**config.mk**
```make
export PLATFORM = sky130hd
export DESIGN_NAME = stitch_seam_linear_blend
export DESIGN_NICKNAME = d
export VERILOG_FILES = /design/src/design/ssb_pkg.sv /design/src/design/ssb_front.sv /design/src/design/ssb_back.sv /design/src/design/stitch_seam_linear_blend.sv
export SDC_FILE = /design/constraint.sdc
export NUM_CORES = 2
export LEC_CHECK = 0
export BUFFER_PORTS_ARGS = -buffer_cell sky130_fd_sc_hd__buf_2
export CORE_UTILIZATION = 33
export DETAILED_ROUTE_END_ITERATION = 12
export PLACE_DENSITY = 0.54
export SETUP_SLACK_MARGIN = 0.15
export SLEW_MARGIN = 40
export SYNTH_ARGS = -nofsm -noshare
export SYNTH_HDL_FRONTEND = slang
export SYNTH_SLANG_ARGS = --single-unit
export TNS_END_PERCENT = 10
```
**constraint.sdc**
```tcl
create_clock -name clock -period 7.55 [get_ports clock]
set_input_delay 1.8875 -clock clock [delete_from_list [all_inputs] [get_ports clock]]
set_output_delay 1.8875 -clock clock [all_outputs]
set_load 0.05 [all_outputs]
```
**src/design/ssb_pkg.sv**
```systemverilog
// shared types, constants and widths for the seam linear blend block
// no dependencies; every other file of the block refers to this package by scoped names
package ssb_pkg;

   // widest image the blend supports; the image width taken from the register saturates here
   localparam int MAX_WIDTH = 4096;

   // field widths
   localparam int COLUMN_W  = 12;
   localparam int START_W   = 12;
   localparam int IMAGE_W_W = 13;
   localparam int PIXEL_W   = 8;
   localparam int CHANNELS  = 3;

   // arithmetic widths: span and weights, then the weighted sum
   localparam int SPAN_W     = $clog2(MAX_WIDTH + 1);
   localparam int NUM_W      = SPAN_W + PIXEL_W;
   localparam int QUO_STAGES = PIXEL_W;

   // queue between front and back (depth a power of two, pointers wrap)
   localparam int MID_DEPTH = 4;
   localparam int MID_PTR_W = $clog2(MID_DEPTH);
   localparam int MID_CNT_W = $clog2(MID_DEPTH + 1);

   // result queue (depth a power of two, pointers wrap)
   localparam int OUT_DEPTH = 16;
   localparam int OUT_PTR_W = $clog2(OUT_DEPTH);
   localparam int OUT_CNT_W = $clog2(OUT_DEPTH + 1);

   // register port
   localparam int CSR_INDEX_W = 4;
   localparam int CSR_DATA_W  = IMAGE_W_W;
   localparam logic [CSR_INDEX_W-1:0] CSR_OVERLAP_START = CSR_INDEX_W'(0);
   localparam logic [CSR_INDEX_W-1:0] CSR_IMAGE_WIDTH   = CSR_INDEX_W'(1);
   localparam logic [START_W-1:0]     OVERLAP_START_RESET = START_W'(0);
   localparam logic [IMAGE_W_W-1:0]   IMAGE_WIDTH_RESET   = IMAGE_W_W'(4096);

   typedef logic [PIXEL_W-1:0] pixel_type;
   typedef logic [SPAN_W-1:0]  span_type;
   typedef logic [NUM_W-1:0]   num_type;

   // input transaction
   typedef struct packed {
      logic [COLUMN_W-1:0] column;
      pixel_type           base_red;
      pixel_type           base_green;
      pixel_type           base_blue;
      pixel_type           warp_red;
      pixel_type           warp_green;
      pixel_type           warp_blue;
   } req_type;

   // result transaction
   typedef struct packed {
      pixel_type out_red;
      pixel_type out_green;
      pixel_type out_blue;
   } rsp_type;

   // configuration as seen by the front
   typedef struct packed {
      logic [START_W-1:0] overlap_start;
      span_type           span_limit;
   } cfg_type;

   // classified work for the back: out = (base*wb + warp*ww) / divisor per channel
   // channel 0 is red, 1 green, 2 blue
   typedef struct packed {
      pixel_type [CHANNELS-1:0] base;
      pixel_type [CHANNELS-1:0] warp;
      span_type                 weight_base;
      span_type                 weight_warp;
      span_type                 divisor;
   } task_type;

endpackage

```
**src/design/ssb_front.sv**
```systemverilog
// front of the seam blend: accepts pixel pairs, classifies them and queues the work
// depends on ssb_pkg
module ssb_front (
   input  logic              clock,
   input  logic              reset,
   input  ssb_pkg::cfg_type  cfg,
   input  logic              req_push,
   output logic              req_full,
   input  ssb_pkg::req_type  req_data,
   output logic              task_valid,
   output ssb_pkg::task_type task_data,
   input  logic              task_take
);

   localparam logic [1:0] KIND_BASE  = 2'd0;
   localparam logic [1:0] KIND_WARP  = 2'd1;
   localparam logic [1:0] KIND_BLEND = 2'd2;

   logic                     empty_overlap;
   logic                     left_of_overlap;
   logic                     right_of_overlap;
   logic                     black_warp;
   logic [1:0]               kind;
   ssb_pkg::task_type        task_in;

   ssb_pkg::task_type        mem_ff [ssb_pkg::MID_DEPTH];
   logic [ssb_pkg::MID_PTR_W-1:0] wr_ptr_ff, wr_ptr_in;
   logic [ssb_pkg::MID_PTR_W-1:0] rd_ptr_ff, rd_ptr_in;
   logic [ssb_pkg::MID_CNT_W-1:0] count_ff, count_in;
   logic                     push_ok;
   logic                     pop_ok;

   // region of the column within the overlap
   always_comb begin
      empty_overlap    = 32'(cfg.overlap_start) >= 32'(cfg.span_limit);
      left_of_overlap  = 32'(req_data.column) < 32'(cfg.overlap_start);
      right_of_overlap = 32'(req_data.column) >= 32'(cfg.span_limit);
      black_warp       = (req_data.warp_red == '0) && (req_data.warp_green == '0)
                         && (req_data.warp_blue == '0);
      priority if (empty_overlap || left_of_overlap) begin
         kind = KIND_BASE;
      end else if (right_of_overlap) begin
         kind = KIND_WARP;
      end else if (black_warp) begin
         kind = KIND_BASE;
      end else begin
         kind = KIND_BLEND;
      end
   end

   // weights and divisor; pass cases divide by one
   always_comb begin
      task_in.base = {req_data.base_blue, req_data.base_green, req_data.base_red};
      task_in.warp = {req_data.warp_blue, req_data.warp_green, req_data.warp_red};
      unique case (kind)
         KIND_WARP: begin
            task_in.weight_base = '0;
            task_in.weight_warp = ssb_pkg::SPAN_W'(1);
            task_in.divisor     = ssb_pkg::SPAN_W'(1);
         end
         KIND_BLEND: begin
            task_in.weight_base = cfg.span_limit - ssb_pkg::SPAN_W'(req_data.column);
            task_in.weight_warp = ssb_pkg::SPAN_W'(req_data.column)
                                  - ssb_pkg::SPAN_W'(cfg.overlap_start);
            task_in.divisor     = cfg.span_limit - ssb_pkg::SPAN_W'(cfg.overlap_start);
         end
         default: begin
            task_in.weight_base = ssb_pkg::SPAN_W'(1);
            task_in.weight_warp = '0;
            task_in.divisor     = ssb_pkg::SPAN_W'(1);
         end
      endcase
   end

   // work queue control
   assign req_full   = count_ff == ssb_pkg::MID_CNT_W'(ssb_pkg::MID_DEPTH);
   assign task_valid = count_ff != '0;
   assign task_data  = mem_ff[rd_ptr_ff];
   assign push_ok    = req_push && !req_full;
   assign pop_ok     = task_take && task_valid;

   always_comb begin
      wr_ptr_in = push_ok ? wr_ptr_ff + ssb_pkg::MID_PTR_W'(1) : wr_ptr_ff;
      rd_ptr_in = pop_ok ? rd_ptr_ff + ssb_pkg::MID_PTR_W'(1) : rd_ptr_ff;
      count_in  = count_ff;
      if (push_ok && !pop_ok) begin
         count_in = count_ff + ssb_pkg::MID_CNT_W'(1);
      end else if (pop_ok && !push_ok) begin
         count_in = count_ff - ssb_pkg::MID_CNT_W'(1);
      end
   end

   always_ff @(posedge clock) begin
      if (reset) begin
         wr_ptr_ff <= '0;
         rd_ptr_ff <= '0;
         count_ff  <= '0;
      end else begin
         wr_ptr_ff <= wr_ptr_in;
         rd_ptr_ff <= rd_ptr_in;
         count_ff  <= count_in;
      end
   end

   // queue storage
   always_ff @(posedge clock) begin
      if (push_ok) begin
         mem_ff[wr_ptr_ff] <= task_in;
      end
   end

endmodule

```
**src/design/ssb_back.sv**
```systemverilog
// back of the seam blend: weighted sum, pipelined restoring divider, result queue
// depends on ssb_pkg; fed by ssb_front
module ssb_back (
   input  logic              clock,
   input  logic              reset,
   input  logic              task_valid,
   input  ssb_pkg::task_type task_data,
   output logic              task_take,
   output logic              rsp_empty,
   input  logic              rsp_pop,
   output ssb_pkg::rsp_type  rsp_data
);

   localparam int LAST = ssb_pkg::QUO_STAGES - 1;

   // credits for free result queue slots not yet claimed by work in flight
   logic [ssb_pkg::OUT_CNT_W-1:0] credit_ff, credit_in;
   logic                          issue;

   // product stage
   logic                          p_vld_ff;
   ssb_pkg::num_type              p_num_ff [ssb_pkg::CHANNELS];
   ssb_pkg::span_type             p_div_ff;
   ssb_pkg::num_type              p_num_in [ssb_pkg::CHANNELS];

   // divider stages, one quotient bit each, most significant first
   logic [ssb_pkg::QUO_STAGES-1:0] d_vld_ff;
   ssb_pkg::num_type              d_rem_ff [ssb_pkg::QUO_STAGES][ssb_pkg::CHANNELS];
   ssb_pkg::pixel_type            d_quo_ff [ssb_pkg::QUO_STAGES][ssb_pkg::CHANNELS];
   ssb_pkg::span_type             d_div_ff [ssb_pkg::QUO_STAGES];
   logic [ssb_pkg::QUO_STAGES-1:0] s_vld;
   ssb_pkg::num_type              s_rem [ssb_pkg::QUO_STAGES][ssb_pkg::CHANNELS];
   ssb_pkg::pixel_type            s_quo [ssb_pkg::QUO_STAGES][ssb_pkg::CHANNELS];
   ssb_pkg::span_type             s_div [ssb_pkg::QUO_STAGES];
   ssb_pkg::num_type              d_rem_in [ssb_pkg::QUO_STAGES][ssb_pkg::CHANNELS];
   ssb_pkg::pixel_type            d_quo_in [ssb_pkg::QUO_STAGES][ssb_pkg::CHANNELS];

   // result queue
   ssb_pkg::rsp_type              oq_mem_ff [ssb_pkg::OUT_DEPTH];
   logic [ssb_pkg::OUT_PTR_W-1:0] oq_wr_ptr_ff, oq_wr_ptr_in;
   logic [ssb_pkg::OUT_PTR_W-1:0] oq_rd_ptr_ff, oq_rd_ptr_in;
   logic [ssb_pkg::OUT_CNT_W-1:0] oq_count_ff, oq_count_in;
   logic                          oq_push;
   logic                          oq_pop;
   ssb_pkg::rsp_type              oq_wdata;

   // take work only with a result slot reserved
   assign issue     = task_valid && (credit_ff != '0);
   assign task_take = issue;

   // weighted sum per channel
   always_comb begin
      for (int c = 0; c < ssb_pkg::CHANNELS; c++) begin
         p_num_in[c] = ssb_pkg::NUM_W'(task_data.base[c])
                       * ssb_pkg::NUM_W'(task_data.weight_base)
                       + ssb_pkg::NUM_W'(task_data.warp[c])
                       * ssb_pkg::NUM_W'(task_data.weight_warp);
      end
   end

   always_ff @(posedge clock) begin
      if (reset) begin
         p_vld_ff <= 1'b0;
      end else begin
         p_vld_ff <= issue;
      end
   end

   always_ff @(posedge clock) begin
      for (int c = 0; c < ssb_pkg::CHANNELS; c++) begin
         p_num_ff[c] <= p_num_in[c];
      end
      p_div_ff <= task_data.divisor;
   end

   // stage inputs: first from the product stage, then from the stage before
   always_comb begin
      s_vld[0] = p_vld_ff;
      s_div[0] = p_div_ff;
      for (int c = 0; c < ssb_pkg::CHANNELS; c++) begin
         s_rem[0][c] = p_num_ff[c];
         s_quo[0][c] = '0;
      end
      for (int s = 1; s < ssb_pkg::QUO_STAGES; s++) begin
         s_vld[s] = d_vld_ff[s-1];
         s_div[s] = d_div_ff[s-1];
         for (int c = 0; c < ssb_pkg::CHANNELS; c++) begin
            s_rem[s][c] = d_rem_ff[s-1][c];
            s_quo[s][c] = d_quo_ff[s-1][c];
         end
      end
   end

   // compare and subtract the shifted divisor
   always_comb begin
      ssb_pkg::num_type trial;
      for (int s = 0; s < ssb_pkg::QUO_STAGES; s++) begin
         for (int c = 0; c < ssb_pkg::CHANNELS; c++) begin
            trial          = ssb_pkg::NUM_W'(s_div[s]) << (LAST - s);
            d_rem_in[s][c] = s_rem[s][c];
            d_quo_in[s][c] = s_quo[s][c];
            if (s_rem[s][c] >= trial) begin
               d_rem_in[s][c]          = s_rem[s][c] - trial;
               d_quo_in[s][c][LAST - s] = 1'b1;
            end
         end
      end
   end

   always_ff @(posedge clock) begin
      if (reset) begin
         d_vld_ff <= '0;
      end else begin
         d_vld_ff <= s_vld;
      end
   end

   always_ff @(posedge clock) begin
      for (int s = 0; s < ssb_pkg::QUO_STAGES; s++) begin
         d_div_ff[s] <= s_div[s];
         for (int c = 0; c < ssb_pkg::CHANNELS; c++) begin
            d_rem_ff[s][c] <= d_rem_in[s][c];
            d_quo_ff[s][c] <= d_quo_in[s][c];
         end
      end
   end

   // result queue control
   assign oq_push   = d_vld_ff[LAST];
   assign rsp_empty = oq_count_ff == '0;
   assign oq_pop    = rsp_pop && !rsp_empty;
   assign rsp_data  = oq_mem_ff[oq_rd_ptr_ff];

   always_comb begin
      oq_wdata.out_red   = d_quo_ff[LAST][0];
      oq_wdata.out_green = d_quo_ff[LAST][1];
      oq_wdata.out_blue  = d_quo_ff[LAST][2];
   end

   always_comb begin
      oq_wr_ptr_in = oq_push ? oq_wr_ptr_ff + ssb_pkg::OUT_PTR_W'(1) : oq_wr_ptr_ff;
      oq_rd_ptr_in = oq_pop ? oq_rd_ptr_ff + ssb_pkg::OUT_PTR_W'(1) : oq_rd_ptr_ff;
      oq_count_in  = oq_count_ff;
      if (oq_push && !oq_pop) begin
         oq_count_in = oq_count_ff + ssb_pkg::OUT_CNT_W'(1);
      end else if (oq_pop && !oq_push) begin
         oq_count_in = oq_count_ff - ssb_pkg::OUT_CNT_W'(1);
      end
      credit_in = credit_ff;
      if (issue && !oq_pop) begin
         credit_in = credit_ff - ssb_pkg::OUT_CNT_W'(1);
      end else if (oq_pop && !issue) begin
         credit_in = credit_ff + ssb_pkg::OUT_CNT_W'(1);
      end
   end

   always_ff @(posedge clock) begin
      if (reset) begin
         oq_wr_ptr_ff <= '0;
         oq_rd_ptr_ff <= '0;
         oq_count_ff  <= '0;
         credit_ff    <= ssb_pkg::OUT_CNT_W'(ssb_pkg::OUT_DEPTH);
      end else begin
         oq_wr_ptr_ff <= oq_wr_ptr_in;
         oq_rd_ptr_ff <= oq_rd_ptr_in;
         oq_count_ff  <= oq_count_in;
         credit_ff    <= credit_in;
      end
   end

   always_ff @(posedge clock) begin
      if (oq_push) begin
         oq_mem_ff[oq_wr_ptr_ff] <= oq_wdata;
      end
   end

   // every result slot is either free, in flight or holding a result
   a_credit_balance: assert property (@(posedge clock) disable iff (reset)
      32'(credit_ff) + 32'(oq_count_ff) + $countones({p_vld_ff, d_vld_ff})
      == ssb_pkg::OUT_DEPTH)
      else $error("result slot accounting broken");

   // a finished result never meets a full result queue
   a_no_overflow: assert property (@(posedge clock) disable iff (reset)
      d_vld_ff[LAST] |-> oq_count_ff != ssb_pkg::OUT_CNT_W'(ssb_pkg::OUT_DEPTH))
      else $error("result queue overflow");

   // quotient complete: final remainder below the divisor
   a_remainder_range: assert property (@(posedge clock) disable iff (reset)
      d_vld_ff[LAST] |->
         (d_rem_ff[LAST][0] < ssb_pkg::NUM_W'(d_div_ff[LAST]))
         && (d_rem_ff[LAST][1] < ssb_pkg::NUM_W'(d_div_ff[LAST]))
         && (d_rem_ff[LAST][2] < ssb_pkg::NUM_W'(d_div_ff[LAST])))
      else $error("divider remainder out of range");

endmodule

```
**src/design/stitch_seam_linear_blend.sv**
```systemverilog
// top level of the seam linear blend: configuration registers, front and back
// depends on ssb_pkg, ssb_front and ssb_back
//
//   channel   ports                           transaction accepted when
//   request   req_push req_full req_data      req_push && !req_full
//   response  rsp_pop rsp_empty rsp_data      rsp_pop && !rsp_empty
//   config    csr_write_en csr_index csr_wdata csr_write_en
//
// one pixel pair per clock sustained while results are popped; the front, the
// product stage and the eight quotient-bit stages of the divider each take one
// transaction per cycle; a pair goes through the work queue, product stage, divider
// and result queue; reset is synchronous and clears the queues and pipeline valids
// and loads the register reset values; req_full rises when the four-entry work queue
// fills; the back holds work while all sixteen result slots are taken or in flight
module stitch_seam_linear_blend (
   input  logic                               clock,
   input  logic                               reset,
   input  logic                               req_push,
   output logic                               req_full,
   input  ssb_pkg::req_type                   req_data,
   output logic                               rsp_empty,
   input  logic                               rsp_pop,
   output ssb_pkg::rsp_type                   rsp_data,
   input  logic                               csr_write_en,
   input  logic [ssb_pkg::CSR_INDEX_W-1:0]    csr_index,
   input  logic [ssb_pkg::CSR_DATA_W-1:0]     csr_wdata
);

   logic [ssb_pkg::START_W-1:0]   overlap_start_ff, overlap_start_in;
   logic [ssb_pkg::IMAGE_W_W-1:0] image_width_ff, image_width_in;
   ssb_pkg::cfg_type              cfg;
   logic                          task_valid;
   logic                          task_take;
   ssb_pkg::task_type             task_data;

   // register writes
   always_comb begin
      overlap_start_in = overlap_start_ff;
      image_width_in   = image_width_ff;
      if (csr_write_en) begin
         unique case (csr_index)
            ssb_pkg::CSR_OVERLAP_START: begin
               overlap_start_in = csr_wdata[ssb_pkg::START_W-1:0];
            end
            ssb_pkg::CSR_IMAGE_WIDTH: begin
               image_width_in = csr_wdata[ssb_pkg::IMAGE_W_W-1:0];
            end
            default: begin
            end
         endcase
      end
   end

   always_ff @(posedge clock) begin
      if (reset) begin
         overlap_start_ff <= ssb_pkg::OVERLAP_START_RESET;
         image_width_ff   <= ssb_pkg::IMAGE_WIDTH_RESET;
      end else begin
         overlap_start_ff <= overlap_start_in;
         image_width_ff   <= image_width_in;
      end
   end

   // width saturated at the widest supported image
   always_comb begin
      cfg.overlap_start = overlap_start_ff;
      if (32'(image_width_ff) > ssb_pkg::MAX_WIDTH) begin
         cfg.span_limit = ssb_pkg::SPAN_W'(ssb_pkg::MAX_WIDTH);
      end else begin
         cfg.span_limit = ssb_pkg::SPAN_W'(image_width_ff);
      end
   end

   ssb_front u_front (
      .clock      (clock),
      .reset      (reset),
      .cfg        (cfg),
      .req_push   (req_push),
      .req_full   (req_full),
      .req_data   (req_data),
      .task_valid (task_valid),
      .task_data  (task_data),
      .task_take  (task_take)
   );

   ssb_back u_back (
      .clock      (clock),
      .reset      (reset),
      .task_valid (task_valid),
      .task_data  (task_data),
      .task_take  (task_take),
      .rsp_empty  (rsp_empty),
      .rsp_pop    (rsp_pop),
      .rsp_data   (rsp_data)
   );

endmodule

```
---- Word-level counts from Yosys, hierarchy flattened ----
Memories as Yosys holds them, arrays and structs flattened. A register that Yosys moved wholly into a read port is not among the register bits.
Cells that the tools add are included.
word-level totals
  flip-flop bits (word level) ............. 72
  bits in writable memories ............... 1,595
  bits of input ports ..................... 82
  output and inout port bits .............. 26
  logic and storage cells ................. 195
  memories ................................ 6
operators by class
  $add $sub $neg .......................... 40
  $mul .................................... 6
  order comparisons ....................... 28
  eq/ne operators ......................... 4
  muxes and demuxes ....................... 67
  reduce and logical (&&, ||, !) cells .... 32
memories
  memory            words  bits a word  read ports  clocked after Yosys merged registers in  write ports  line             source
  u_back.d_rem_ff   8      63           7           0                                        8            ssb_back.sv:28   ssb_pkg::num_type d_rem_ff [ssb_pkg::QUO_STAGES][ssb_pkg::CHANNELS];
  u_back.oq_mem_ff  16     24           1           1                                        1            ssb_back.sv:39   ssb_pkg::rsp_type oq_mem_ff [ssb_pkg::OUT_DEPTH];
  u_front.mem_ff    4      87           1           1                                        1            ssb_front.sv:26  ssb_pkg::task_type mem_ff [ssb_pkg::MID_DEPTH];
  u_back.d_quo_ff   8      24           8           0                                        8            ssb_back.sv:29   ssb_pkg::pixel_type d_quo_ff [ssb_pkg::QUO_STAGES][ssb_pkg::CHANNELS];
  u_back.d_div_ff   8      13           7           0                                        8            ssb_back.sv:30   ssb_pkg::span_type d_div_ff [ssb_pkg::QUO_STAGES];
  u_back.p_num_ff   3      21           3           0                                        3            ssb_back.sv:22   ssb_pkg::num_type p_num_ff [ssb_pkg::CHANNELS];
operators with widths
  cell                                                            number
  21-bit two-way mux                                              24
  8-bit by 13-bit multiplier with 21-bit output                   6
  39-bit case mux with 2 select lines                             1
  21-bit adder                                                    3
  21-bit by 13-bit greater-or-equal comparator with 1-bit output  3
  21-bit by 14-bit greater-or-equal comparator with 1-bit output  3
  21-bit by 15-bit greater-or-equal comparator with 1-bit output  3
  21-bit by 16-bit greater-or-equal comparator with 1-bit output  3
  21-bit by 17-bit greater-or-equal comparator with 1-bit output  3
  21-bit by 18-bit greater-or-equal comparator with 1-bit output  3
  21-bit by 19-bit greater-or-equal comparator with 1-bit output  3
  21-bit by 20-bit greater-or-equal comparator with 1-bit output  3
  21-bit by 13-bit subtractor with 21-bit output                  3
  21-bit by 14-bit subtractor with 21-bit output                  3
  21-bit by 15-bit subtractor with 21-bit output                  3
  21-bit by 16-bit subtractor with 21-bit output                  3
  21-bit by 17-bit subtractor with 21-bit output                  3
  21-bit by 18-bit subtractor with 21-bit output                  3
  21-bit by 19-bit subtractor with 21-bit output                  3
  21-bit by 20-bit subtractor with 21-bit output                  3
  1-bit two-way mux                                               28
  12-bit by 13-bit greater-or-equal comparator with 1-bit output  2
  13-bit by 12-bit subtractor with 13-bit output                  2
  8-bit logical NOT                                               3
  27 further kinds                                                60

---- Longest topological paths before layout ----
  depth after elaboration ................. 8
  depth in mapped cells ................... 28
  depth with buffers taken out ............ 24

---- By module ----
A second synthesis with hierarchy kept.
second synthesis, totals
  cells, all modules ...................... 7,248
  area total of the unflattened synthesis .. 84,302.1 sq um
by module, submodules not included
  module                    times used  cells an instance  area each (sq um)  seq. area each (sq um)
  ssb_back                  1           6,320              68,056.5           26,485.4
  ssb_front                 1           815                15,088.2           10,630.2
  stitch_seam_linear_blend  1           113                1,157.4            500.5

---- Worst setup path after synthesis ----
OpenSTA, ideal clock, no wires.
  path type ............................... flip-flop to flip-flop
  from .................................... reg (tool-made name)
  to ...................................... mem u_back.p_num_ff[0][62] (netlist name)
  data arrival time ....................... 7.125 ns
  data required time ...................... 7.464 ns
  slack ................................... 0.339 ns
  stages on the path, launching flop included .. 25
  cell sequence ........................... dfxtp_1 > clkbuf_1 > buf_2 > buf_2 > buf_1 > mux2i_1 > nand2_1 > o21ai_1 > nor2_1 > fa_1 > inv_1 > fa_1 > inv_1 > fa_1 > fa_1 > fa_1 > fa_1 > ha_1 > o21a_1 > or2_2 > a311oi_1 > nor2_1 > or4b_2 > and3_1 > a211oi_1
RTL lines
  item              line
  end: declaration  ssb_back.sv:22

==> run_results.csv <==
group,metric,value,unit
global_routing,grt_use_total,17.7,%
floorplan,die_w,509,um
synthesis,async_flop_share,0,%
place,dp_cells,10900,
sta,setup_violations,0,
sta,min_period_over_period,93.6,%
final_layout,fillers,24600,
detailed_routing,routed_wl,229,mm
worst_setup_path,cp_data_arrival_time,7.76,ns
detailed_routing,vias_per_cell,4.96,
clocking,h-tree-depth,4,
worst_setup_path,path_class,"flop to flop",
worst_setup_path,cpPeakStageDelay,0.62,ns
synthesis,synth.area.mux_share,7.36,%
detailed_routing,drtAntennaViolNets,0,
floorplan,dieArea,259000,um2
floorplan,coreArea,255000,um2
sta,clock_skew,0.0710,ns
clocking,clock-sinks,1513,
final_layout,area_delta_synth_final,13.0,%
synthesis,synthAdderAreaFrac,20.8,%
worst_hold_path,hold_path_end,"u_back.d_quo_ff[0][87]",
floorplan,ioPinCount,108,
synthesis,synth_xor_area_share,3.51,%
clocking,post_cts_buffers,0,
clocking,cts_tree,"done",
worst_hold_path,min_from,"u_back.d_quo_ff[0][63]",
clocking,clk_path_buf_depth,3,
global_routing,antenna_found_initial,5,
detailed_routing,wl_per_cell,20.5,um
detailed_routing,first_pass_iters,7,
synthesis,syn_area_per_cell,11.4,um2
worst_setup_path,worstPathRequired,8.25,ns
floorplan,die_y,509,um
clocking,cts_inserted_buffers,165,
place,io_buffer_count,107,
sta,period_minus_slack,7.07,ns
synthesis,ys_types,89,
final_layout,drive_gt1_share,11.8,%
synthesis,synth.yosys.seq_area_share,44.3,%
final_layout,multiInputGateArea,43300,um2
final_layout,utilization,37.6,%
outcome,outcome,"finished, final reports clean",
sta,slew_violations,0,
place,dp_hpwl,175,mm
worst_setup_path,path_cells,"buf_4, mux2_2, o21ai_1, buf_4, nor2_1, fa_1, inv_1, fa_1, inv_1, fa_1, fa_1, fa_1, inv_1, fa_1, inv_1, ha_1, a21o_1, a21o_1, a21o_1, a21oi_1, or4b_2, and3_1, a211oi_1",
synthesis,synth-edff-count,732,
synthesis,synth_nets,8638,
global_routing,grt-ovfl-total,0,
worst_setup_path,worstSetupEndpointType,"flop",
floorplan,rows,185,
detailed_routing,drtIter0Drc,3660,
worst_setup_path,start_kind,"flop",
global_routing,grt_pass1_wl,349,mm
final_layout,seqCellArea,37600,um2
detailed_routing,via_count,55400,
worst_setup_path,worstRegToRegCells,23,
sta,tns,0,ns
worst_setup_path,worst-path-max-fanout,14,
floorplan,initial_core_util,33.3,%
synthesis,syn_inst,7461,
sta,hold_viol,0,
worst_setup_path,rr_endpoint,"u_back.p_num_ff[0][62]",
clocking,ctsResizeCount,0,
job,max_cap_violations,0,
synthesis,ys_warn_count,0,
global_routing,grt_pass1_vias,57300,
final_layout,layout_commonest_cell,"inv_1",
sta,grt_setup_unrepaired,"false",
worst_setup_path,crit_slowest_cell,"or4b_2",
place,routabilityCongestion,0.899,
synthesis,syn-cell-area,84800,um2
synthesis,synth-simple-area-share,10.5,%
synthesis,ys.flop_type,"dfxtp_1",
sta,relSlewSlack,42.8,%
global_routing,grt_max_degree,62,
synthesis,synth-seq-cells,1513,
worst_hold_path,hp-class,"flop to flop",
sta,worstMarginPinSlew,0.859,ns
clocking,clockRootBuffer,"clkbuf_16",
clocking,clk_pin_slew,0.06,ns
synthesis,synth_top_family_by_area,"adder cells",
sta,max_freq,141,MHz
sta,hold-worst-slack,0.285,ns
synthesis,synth_compound_area_share,8.66,%
worst_setup_path,crit_top_cell,"fa_1",
clocking,cts_hold_buf,0,
final_layout,instances_no_fill,11200,
detailed_routing,route.detailed.drc,0,
final_layout,final_cell_mix,"855 x inv_1, 776 x dfxtp_1, 732 x edfxtp_1",
final_layout,nets,8836,
worst_setup_path,r2r_slack,0.48,ns
worst_hold_path,hold_depth,0,
clocking,clk_latency,0.82,ns
cell usage after synthesis (all sizes together) (47+ instances only):
cell type	n	share of area (%)
nand3	66	0.39
nor4	54	0.40
ha	570	8.4
mux2	143	1.9
o21ai	299	1.8
edfxtp	732	26
nand4	62	0.46
nor2	604	2.7
clkbuf	167	0.74
nor2b	94	0.69
xnor2	192	2.0
a211oi	47	0.42
and2	149	1.1
xor2	148	1.5
fa	525	12
nand2	538	2.4
inv	857	3.8
nand2b	61	0.45
a21o	107	0.95
mux4	168	4.5
dfxtp	781	18
o21a	103	0.91
buf	50	0.28
nor3	90	0.53
mux2i	85	1.0
a21oi	340	2.0
per-stage QoR:
| step | instance area, um2 | worst slack (ns) |
|---|---|---|
| floorplan | 84800 | 0.339 |
| global placement | 89900 | 0.450 |
| detailed placement | 90000 | 0.439 |
| CTS | 95800 | 0.394 |
| global route | 95800 | 0.208 |
| finish | 95800 | 0.481 |
logic make-up (layout without fill, tap and decap cells):
group / after synthesis / after routing
and+or+nand+nor: 1883 / 1883
DFF: 1513 / 1513
AOI/OAI and AO/OA: 1160 / 1160
adders and majority gates: 1095 / 1095
buffers and inverters: 1074 / 1414
muxes: 396 / 396
xor gates and xnor gates: 340 / 340
other: 0 / 6
how the worst max path moves through the flow:
stage,endpoint,cells past startpoint
2_1_floorplan,u_back.p_num_ff[0][62],24
3_3_place_gp,u_back.p_num_ff[0][62],21
3_5_place_dp,u_back.p_num_ff[0][62],22
4_1_cts,u_back.p_num_ff[0][62],22
5_1_grt,u_back.p_num_ff[0][62],23
6_report,u_back.p_num_ff[0][62],23
critical path, delay by kind of cell, from the launching register on:
family | cells | cell delay (ns)
AND/OR/NAND/NOR | 3 | 0.91
multiplexers | 1 | 0.38
flip-flops | 1 | 0.51
adder cells (fa/ha/maj) | 7 | 3.32
AO/OA/AOI/OAI | 6 | 1.07
buffers and inverters | 6 | 0.79
flip-flops by register name, indices dropped and copies added (netlist names), 5 cells and up, named ones only:
name                flops
u_back.oq_count_ff      5
u_back.oq_mem_ff      384
image_width_ff         13
u_back.p_num_ff        63
u_back.d_rem_ff       441
u_back.p_div_ff        13
u_back.credit_ff        5
u_back.d_vld_ff         8
overlap_start_ff       12
u_front.mem_ff        348
u_back.d_quo_ff       108
u_back.d_div_ff        91
area by class of cell:
cell class	instances	area share (%)
Antenna cell	6	0.0157
Clock buffer	223	4.81
Sequential cell	1513	39.3
Clock inverter	86	1.26
Tap cell	3366	4.39
Inverter	857	3.36
Multi-Input combinational cell	4874	45.1
Timing Repair Buffer	248	1.76
metal layers:
metal	track usage [%]	wire [um]	vias up	part of all wire (%)
li1	-	-	26200	-
met1	23.0	102000	27500	45
met2	29.8	109000	1321	48
met3	2.53	9810	338	4.3
met4	6.18	8150	0	3.6
met5	0	0	-	0
Power is not shown: default switching activity piles up to over one toggle a cycle in this logic, so the estimate is an artifact.
